**src/ssv_pkg.sv**
```systemverilog
// ----------------------------------------------------------------------------
// ssv_pkg
// Shared types, constants and the byte-wide CRC-32 step for the sealed slot
// verifier.
// ----------------------------------------------------------------------------
package ssv_pkg;

  // Default block size that a sequence-end value must be a multiple of
  localparam int unsigned SEQ_BLOCK_SIZE_DEF = 64;

  // Reflected CRC-32
  localparam logic [31:0] CRC_POLY = 32'hEDB8_8320;
  localparam logic [31:0] CRC_ALL  = 32'hFFFF_FFFF;

  // Seal offsets (stored CRC position) per slot kind
  localparam logic [5:0] SEAL_OFF_PAGE  = 6'd56;
  localparam logic [5:0] SEAL_OFF_STATE = 6'd24;
  localparam logic [5:0] SEAL_OFF_SHORT = 6'd8;

  // Page header field boundaries
  localparam logic [5:0] PAGE_VERSION_IDX = 6'd4;
  localparam logic [5:0] PAGE_RSVD_END    = 6'd8;
  localparam logic [5:0] PAGE_GEN_END     = 6'd16;
  localparam logic [5:0] PAGE_DEV_END     = 6'd24;

  // Slot kinds
  typedef enum logic [1:0] {
    KIND_PAGE    = 2'd0,
    KIND_SEQ_END = 2'd1,
    KIND_STATE   = 2'd2,
    KIND_UNUSED  = 2'd3
  } slot_kind_t;

  // Configuration register indexes
  typedef enum logic [1:0] {
    CFG_PAGE_MAGIC     = 2'd0,
    CFG_FORMAT_VERSION = 2'd1,
    CFG_COMMIT_WORD    = 2'd2,
    CFG_DEVICE_ID      = 2'd3
  } cfg_reg_t;

  // Configuration values seen by the slot core
  typedef struct packed {
    logic [31:0] page_magic;
    logic [7:0]  format_version;
    logic [31:0] commit_word;
    logic [63:0] device_id;
  } ssv_cfg_t;

  // One slot verdict
  typedef struct packed {
    logic        slot_valid;
    slot_kind_t  kind_seen;
    logic [63:0] first_value;
    logic [63:0] second_value;
    logic [63:0] third_value;
  } ssv_result_t;

  // Advance the CRC over one byte, LSB first
  function automatic logic [31:0] crc_byte(input logic [31:0] crc_in, input logic [7:0] b);
    logic [31:0] c;
    c = crc_in ^ {24'd0, b};
    for (int i = 0; i < 8; i++) begin
      c = (c >> 1) ^ (c[0] ? CRC_POLY : 32'd0);
    end
    return c;
  endfunction

endpackage

```
**src/ssv_slot_core.sv**
```systemverilog
// ----------------------------------------------------------------------------
// ssv_slot_core
// Per-slot state: byte position, running CRC, tail window, decoded values
// and field checks. Produces a verdict at the slot's last byte.
// ----------------------------------------------------------------------------
module ssv_slot_core #(
  parameter int unsigned SEQUENCE_BLOCK_SIZE = ssv_pkg::SEQ_BLOCK_SIZE_DEF
) (
  input  logic                clk,
  input  logic                rst_n,
  input  logic                beat_en,
  input  logic [7:0]          data_byte,
  input  ssv_pkg::slot_kind_t slot_kind,
  input  ssv_pkg::ssv_cfg_t   cfg,
  output logic                done,
  output ssv_pkg::ssv_result_t result
);
  import ssv_pkg::*;

  // Remainder of the sequence-end value modulo the block size, one bit per step
  localparam int unsigned RemW = $clog2(SEQUENCE_BLOCK_SIZE) + 1;
  localparam logic [RemW-1:0] BlkSize = RemW'(SEQUENCE_BLOCK_SIZE);

  function automatic logic [RemW-1:0] rem_step(input logic [RemW-1:0] r, input logic [7:0] b);
    logic [RemW-1:0] t;
    t = r;
    for (int i = 0; i < 8; i++) begin
      t = (t << 1) | RemW'(b[7-i]);
      if (t >= BlkSize) begin
        t = t - BlkSize;
      end
    end
    return t;
  endfunction

  logic [5:0]      byte_index_r, byte_index_nxt;
  slot_kind_t      latched_kind_r, latched_kind_nxt;
  logic [31:0]     running_crc_r, running_crc_nxt;
  logic [63:0]     tail_window_r, tail_window_nxt;
  logic [63:0]     value_one_r, value_one_nxt;
  logic [63:0]     value_two_r, value_two_nxt;
  logic [63:0]     value_three_r, value_three_nxt;
  logic            fault_seen_r, fault_seen_nxt;
  logic [RemW-1:0] rem_r, rem_nxt;

  logic [5:0]      idx;
  logic [5:0]      seal_off;
  logic            last;
  logic            sealed;
  logic [7:0]      magic_byte;
  logic [7:0]      dev_byte;

  assign idx = byte_index_r;

  // Expected header bytes, most significant first
  assign magic_byte = cfg.page_magic[{~idx[1:0], 3'b000} +: 8];
  assign dev_byte   = cfg.device_id[{~idx[2:0], 3'b000} +: 8];

  // Next slot state for one beat
  always_comb begin
    // start from a clean slot at the first byte
    if (idx == 6'd0) begin
      latched_kind_nxt = slot_kind;
      running_crc_nxt  = CRC_ALL;
      tail_window_nxt  = '0;
      value_one_nxt    = '0;
      value_two_nxt    = '0;
      value_three_nxt  = '0;
      fault_seen_nxt   = 1'b0;
      rem_nxt          = '0;
    end else begin
      latched_kind_nxt = latched_kind_r;
      running_crc_nxt  = running_crc_r;
      tail_window_nxt  = tail_window_r;
      value_one_nxt    = value_one_r;
      value_two_nxt    = value_two_r;
      value_three_nxt  = value_three_r;
      fault_seen_nxt   = fault_seen_r;
      rem_nxt          = rem_r;
    end

    unique case (latched_kind_nxt)
      KIND_PAGE:  seal_off = SEAL_OFF_PAGE;
      KIND_STATE: seal_off = SEAL_OFF_STATE;
      default:    seal_off = SEAL_OFF_SHORT;
    endcase

    // CRC over the protected bytes, window over the last eight
    if (idx < seal_off) begin
      running_crc_nxt = crc_byte(running_crc_nxt, data_byte);
    end
    tail_window_nxt = {tail_window_nxt[55:0], data_byte};

    // Field checks and value capture
    case (latched_kind_nxt)
      KIND_PAGE: begin
        if (idx < PAGE_VERSION_IDX) begin
          if (data_byte != magic_byte) fault_seen_nxt = 1'b1;
        end else if (idx == PAGE_VERSION_IDX) begin
          if (data_byte != cfg.format_version) fault_seen_nxt = 1'b1;
        end else if (idx < PAGE_RSVD_END) begin
          if (data_byte != 8'd0) fault_seen_nxt = 1'b1;
        end else if (idx < PAGE_GEN_END) begin
          value_one_nxt = {value_one_nxt[55:0], data_byte};
        end else if (idx < PAGE_DEV_END) begin
          if (data_byte != dev_byte) fault_seen_nxt = 1'b1;
        end else if (idx < SEAL_OFF_PAGE) begin
          if (data_byte != 8'd0) fault_seen_nxt = 1'b1;
        end
      end
      KIND_SEQ_END: begin
        if (idx < 6'd8) begin
          value_one_nxt = {value_one_nxt[55:0], data_byte};
          rem_nxt       = rem_step(rem_nxt, data_byte);
        end
      end
      KIND_STATE: begin
        if (idx < 6'd8) begin
          value_one_nxt = {value_one_nxt[55:0], data_byte};
        end else if (idx < 6'd16) begin
          value_two_nxt = {value_two_nxt[55:0], data_byte};
        end else if (idx < 6'd24) begin
          value_three_nxt = {value_three_nxt[55:0], data_byte};
        end
      end
      default: fault_seen_nxt = 1'b1;
    endcase

    last           = (idx == seal_off + 6'd7);
    byte_index_nxt = last ? 6'd0 : idx + 6'd1;

    // Seal: big-endian stored CRC, then commit word
    sealed = (tail_window_nxt[31:0] == cfg.commit_word) &&
             (tail_window_nxt[63:32] == ~running_crc_nxt);

    result.kind_seen    = latched_kind_nxt;
    result.first_value  = value_one_nxt;
    result.second_value = '0;
    result.third_value  = '0;
    case (latched_kind_nxt)
      KIND_PAGE: begin
        result.slot_valid = !fault_seen_nxt && (value_one_nxt != '0) && sealed;
      end
      KIND_SEQ_END: begin
        result.slot_valid = sealed && (value_one_nxt != '0) && (rem_nxt == '0);
      end
      KIND_STATE: begin
        result.slot_valid   = sealed && (value_one_nxt != '0);
        result.second_value = value_two_nxt;
        result.third_value  = value_three_nxt;
      end
      default: begin
        result.slot_valid  = 1'b0;
        result.first_value = '0;
      end
    endcase
  end

  assign done = beat_en && last;

  // Control state
  always_ff @(posedge clk) begin
    if (!rst_n) begin
      byte_index_r   <= '0;
      latched_kind_r <= KIND_PAGE;
    end else if (beat_en) begin
      byte_index_r   <= byte_index_nxt;
      latched_kind_r <= latched_kind_nxt;
    end
  end

  // Slot payload; rebuilt at each slot's first byte
  always_ff @(posedge clk) begin
    if (beat_en) begin
      running_crc_r <= running_crc_nxt;
      tail_window_r <= tail_window_nxt;
      value_one_r   <= value_one_nxt;
      value_two_r   <= value_two_nxt;
      value_three_r <= value_three_nxt;
      fault_seen_r  <= fault_seen_nxt;
      rem_r         <= rem_nxt;
    end
  end

endmodule

```
**src/sealed_slot_verifier.sv**
```systemverilog
// The result is registered: it appears on out_ in the cycle after the slot's last byte beat.
// Throughput: one byte per cycle unless stalled; the byte-wide CRC step and the field checks
// sit between the slot state registers and the result register.
// A waiting result stalls input only while out_tready is low.
// Reset (rst_n low, synchronous): slot position cleared, output empty,
// configuration registers zero.
// ----------------------------------------------------------------------------
// sealed_slot_verifier
// Checks sealed journal slots fed one byte per beat and reports validity
// with the decoded 64-bit values at each slot's last byte.
// ----------------------------------------------------------------------------
module sealed_slot_verifier #(
  parameter int unsigned SEQUENCE_BLOCK_SIZE = ssv_pkg::SEQ_BLOCK_SIZE_DEF
) (
  input  logic          clk,
  input  logic          rst_n,
  // byte input
  input  logic          in_tvalid,
  output logic          in_tready,
  input  logic [7:0]    in_tdata,   // [7:0] data_byte
  input  logic [1:0]    in_tuser,   // [1:0] slot_kind
  // result output
  output logic          out_tvalid,
  input  logic          out_tready,
  output logic [191:0]  out_tdata,  // [63:0] first_value, [127:64] second_value,
                                    // [191:128] third_value
  output logic [2:0]    out_tuser,  // [0] slot_valid, [2:1] kind_seen
  // configuration writes
  input  logic          cfg_valid,
  output logic          cfg_ready,
  input  ssv_pkg::cfg_reg_t cfg_index,
  input  logic [63:0]   cfg_data
);
  import ssv_pkg::*;

  ssv_cfg_t    cfg_r;
  logic        out_tvalid_r;
  ssv_result_t out_r;
  ssv_result_t core_result;
  logic        core_done;
  logic        in_beat;

  // Configuration registers
  assign cfg_ready = 1'b1;

  always_ff @(posedge clk) begin
    if (!rst_n) begin
      cfg_r <= '0;
    end else if (cfg_valid) begin
      unique case (cfg_index)
        CFG_PAGE_MAGIC:     cfg_r.page_magic     <= cfg_data[31:0];
        CFG_FORMAT_VERSION: cfg_r.format_version <= cfg_data[7:0];
        CFG_COMMIT_WORD:    cfg_r.commit_word    <= cfg_data[31:0];
        CFG_DEVICE_ID:      cfg_r.device_id      <= cfg_data;
        default: ;
      endcase
    end
  end

  // Take a byte whenever the result register is free or draining
  assign in_tready = !out_tvalid_r || out_tready;
  assign in_beat   = in_tvalid && in_tready;

  ssv_slot_core #(
    .SEQUENCE_BLOCK_SIZE(SEQUENCE_BLOCK_SIZE)
  ) u_core (
    .clk       (clk),
    .rst_n     (rst_n),
    .beat_en   (in_beat),
    .data_byte (in_tdata),
    .slot_kind (slot_kind_t'(in_tuser)),
    .cfg       (cfg_r),
    .done      (core_done),
    .result    (core_result)
  );

  // Result register: load on a slot's last byte, drop when taken
  always_ff @(posedge clk) begin
    if (!rst_n) begin
      out_tvalid_r <= 1'b0;
    end else if (core_done) begin
      out_tvalid_r <= 1'b1;
    end else if (out_tready) begin
      out_tvalid_r <= 1'b0;
    end
  end

  always_ff @(posedge clk) begin
    if (core_done) begin
      out_r <= core_result;
    end
  end

  assign out_tvalid = out_tvalid_r;
  assign out_tdata  = {out_r.third_value, out_r.second_value, out_r.first_value};
  assign out_tuser  = {out_r.kind_seen, out_r.slot_valid};

endmodule
```
**config.mk**
```make
export PLATFORM = sky130hd
export DESIGN_NAME = sealed_slot_verifier
export DESIGN_NICKNAME = d
export VERILOG_FILES = /design/src/ssv_pkg.sv /design/src/ssv_slot_core.sv /design/src/sealed_slot_verifier.sv
export SDC_FILE = /design/constraint.sdc
export NUM_CORES = 1
export LEC_CHECK = 0
export BUFFER_PORTS_ARGS = -buffer_cell sky130_fd_sc_hd__buf_2
export CORE_AREA = 2 2 316 318
export CTS_BUF_LIST = sky130_fd_sc_hd__clkbuf_4 sky130_fd_sc_hd__clkbuf_8
export CTS_CLUSTER_SIZE = 10
export DETAILED_ROUTE_END_ITERATION = 7
export DIE_AREA = 0 0 318 320
export PLACE_DENSITY_LB_ADDON = 0.15
export REMOVE_ABC_BUFFERS = 1
export SLEW_MARGIN = 15
export SYNTH_ARGS = -nofsm -noshare
export SYNTH_HDL_FRONTEND = slang
export SYNTH_SLANG_ARGS = --single-unit
```
**constraint.sdc**
```tcl
create_clock -name clk -period 28.4 [get_ports clk]
set_input_delay 2.84 -clock clk [delete_from_list [all_inputs] [get_ports clk]]
set_output_delay 2.84 -clock clk [all_outputs]
set_load 0.05 [all_outputs]
```
==> impl_metrics.csv <==
group,metric,value,unit
critical_path,reg2regPathDepth,18,
cts,clock_path_buffers,3,
yosys,syn-cell-area,31300,um2
cts,clock-root-buffer,"clkbuf_8",
yosys,synth_flop_cell,"edfxtp_1",
floorplan,core,98000,um2
power_and_ir_drop,p_clk_frac,0.338,
floorplan,dieArea,102000,um2
power_and_ir_drop,leakagePower,12.8,nW
route,drc,0,
critical_path,timing.rr.start,"u_core.byte_index_r[0]$_SDFFE_PN0P_",
critical_path,required,29.07,ns
yosys,synth_cell_types,95,
yosys,synthCells,3061,
power_and_ir_drop,power_frac_comb,0.224,
critical_path,crit_path_max_incr_delay,0.62,ns
final_layout,nFillCells,9920,
cts,insertion_delay,0.79,ns
cts,cts_setup_buffers,0,
cts,cts.clk_slew.worst_paths,0.07,ns
run,cap_violations,0,
worst_hold_path,holdPathStages,2,
global_routing,track_usage,0.185,
yosys,synth_seq_cells,628,
critical_path,startpoint,"u_core.byte_index_r[0]$_SDFFE_PN0P_",
global_routing,grt-ovfl-total,0,
global_routing,grt_max_degree,161,
worst_hold_path,hold_end,"cfg_r[12]$_SDFFE_PN0P_",
power_and_ir_drop,switching_share,0.315,
final_layout,nets,3357,
sta,worst-slew-pin-transition,1.01,ns
yosys,ys_seq_area_frac,0.556,
power_and_ir_drop,finalPower,2.59,mW
critical_path,regToRegSetupSlack,22.09,ns
route,final_antenna_net_count,0,
sta,period_needed,6.31,ns
sta,drv_slew,0,
sta,fin_worst_skew,0.0610,ns
global_routing,antenna_found_initial,2,
global_routing,grt_pass1_wl,146000,um
cts,htreeDepth,3,
floorplan,die_h,320,um
critical_path,reg2reg_to,"out_tuser[0]$_DFFE_PP_",
route,avgViaCountPerCell,5.10,
final_layout,layout_common_cells,"801 x nand2_1, 483 x edfxtp_1, 280 x a21oi_1, 276 x buf_2, 145 x dfxtp_1",
sta,max_slew_margin,0.327,
critical_path,critPathTopFamily,"compound AO/OA/AOI/OAI gates",
cts,cts_tree,"yes",
cts,post_cts_resized,0,
outcome,outcome,"complete, no violations",
route,wirelength,97100,um
sta,rsz0062_at_grt,"no",
place,dp_hpwl,61200,um
route,dr.pass1.iters,6,
critical_path,critPathMaxFanout,63,
yosys,async_flop_share,0,
route,drtIter0Drc,1959,
power_and_ir_drop,peakVddDrop,0.0000318,V
sta,max_freq,158,MHz
critical_path,critPathSlowestCell,"a2111oi_0",
place,gp_congestion,0.873,
floorplan,start_util,0.319,
critical_path,cp-start-kind,"flop",
sta,hold_viol,0,
cts,cts_buffers,114,
power_and_ir_drop,switchingPower,0.816,mW
power_and_ir_drop,p_int,1.77,mW
power_and_ir_drop,p_per_area,71.8,nW/um2
critical_path,cp_cell_sequence,"inv_1 -> ha_1 -> or3b_4 -> nor2_8 -> buf_4 -> mux2i_1 -> ha_1 -> inv_1 -> ha_1 -> a211oi_2 -> nor2_2 -> buf_4 -> o32a_1 -> xnor2_1 -> a2111oi_0 -> nand4_1 -> and4bb_1 -> o2111a_1",
critical_path,cp.depth,18,
power_and_ir_drop,p_seq_frac,0.438,
worst_hold_path,hp-class,"flop to flop",
yosys,synth.avg_cell_area,10.2,um2
sta,finalSetupTns,0,ns
final_layout,mostFrequentLayoutCell,"nand2_1",
cts,hold_buffers,0,
global_routing,grt_pass1_vias,22732,
critical_path,cp_num_buf_inv,4,
final_layout,drive_gt1_frac,0.177,
floorplan,rows,115,
floorplan,ios,279,
yosys,synth_edf_count,483,
critical_path,cp.arrival,6.98,ns
worst_hold_path,min_from,"cfg_r[12]$_SDFFE_PN0P_",
final_layout,syn2layout_area_growth,15.2,%
critical_path,critical_path_class,"flop to flop",
sta,final-setup-viol-count,0,
sta,timing.final.crit_share,0.222,
route,vias,23740,
floorplan,die_w,318,um
place,io_buffers,277,
route,wl_per_cell,20.9,um
critical_path,cp_common_cell,"ha_1",
cts,cts.sinks,628,
critical_path,end_kind,"flop",
yosys,ys_warn_count,0,
-- cell type report --
cell class                 count  area [um2]  area share
clock buffer                 159        1960      0.0543
inverter                      33         124     0.00344
timing repair buffer         326        1780      0.0494
sequential                   628       17400       0.483
tap                         1287        1610      0.0447
clock inverter                52         334     0.00927
antenna                        2        5.00    0.000139
multi-input combinational   2164       12800       0.356
-- worst register-to-register path, delay by kind of cell, from the launching register on --
kind                     cells  cell delay (ns)
AO/OA/AOI/OAI                4             1.76
XOR/XNOR                     1             0.13
adder cells (fa/ha/maj)      3             0.92
buffers and inverters        4             1.26
flip-flops                   1             0.31
multiplexers                 1             0.57
AND/OR/NAND/NOR              5             1.27
-- worst max path at each step --
stage,end
after floorplan,out_tdata[0]$_SDFFCE_PN0P_
after global placement,out_tuser[0]$_DFFE_PP_
after detailed placement,out_tuser[0]$_DFFE_PP_
after CTS,in_tready
after global routing,out_tuser[0]$_DFFE_PP_
final,out_tuser[0]$_DFFE_PP_
-- cells by family after synthesis --
group,count (synthesis),synth area share
and+or+nand+nor,1237,0.173
AOI/OAI and AO/OA,687,0.142
buffers and inverters,269,0.0359
other,1,0.000120
DFF,628,0.556
adders and majority gates,9,0.00360
xor gates and xnor gates,180,0.0644
muxes,50,0.0249
-- synthesized netlist by cell type (all sizes together) (8+ instances only) --
library cell  count  area, um2
a22oi            48        360
dfxtp           145       2900
o21ai            73        365
and3             10       62.6
edfxtp          483      14500
nor4bb            9       90.1
a21boi          129        968
mux2i            26        260
xor2             59        524
xnor2           102       1060
and2             62        388
a211oi           13        103
nand3            17       85.1
or3              10       62.6
buf              74        392
a31oi            22        138
nor3             72        375
mux4             22        495
nor2b            35        219
or2              11       68.8
clkbuf          162        609
xnor3            16        360
nand2           806       3030
a21oi           284       1430
o211a            11        110
inv              32        120
nor2            138        537
nor4             22        138
a221o             8       80.1
a22o             17        149
ha                9        113
o211ai            8       60.1
nand4            14       87.6
-- routing by layer --
metal / up-vias / GRT usage / routed length (um)
met5: - / 0 / 0
met4: 0 / 0.0562 / 2170
met3: 122 / 0.0308 / 5730
met2: 780 / 0.288 / 44200
met1: 11553 / 0.263 / 45100
li1: 11285 / - / -
-- power groups by stage --
| stage | Combinational, mW | Sequential, mW | Clock [mW] |
|---|---|---|---|
| finish | 0.580 | 1.13 | 0.874 |
| CTS | 0.578 | 1.13 | 0.904 |
| detailed placement | 0.576 | 1.15 | 0 |
| floorplan | 0.409 | 1.13 | 0 |
| global route | 0.632 | 1.14 | 0.942 |
| global placement | 0.578 | 1.15 | 0 |
-- registers in the layout, summed over array words and instances, names as in the netlist --
name and cells:
u_core.value_one_r 64, u_core.running_crc_r 32, u_core.fault_seen_r 1, u_core.byte_index_r 6
u_core.tail_window_r 56, out_tuser 3, out_tdata 192, u_core.rem_r 7
u_core.value_three_r 64, out_tvalid 1, cfg_r 136, u_core.value_two_r 64
u_core.latched_kind_r 2
-- stage by stage --
stage	worst slack, ns	cell area [um2]	instances	hold WS, ns	util
floorplan	8.22	30300	2825	0.440	-
global placement	21.54	33800	4438	0.448	0.345
detailed placement	21.48	33800	4438	0.455	0.345
CTS	22.20	36100	4649	0.463	0.368
global route	21.71	36100	4650	0.482	0.368
finish	22.09	36100	4651	0.461	0.368
No activity file was read; power rests on OpenSTA's default activity.
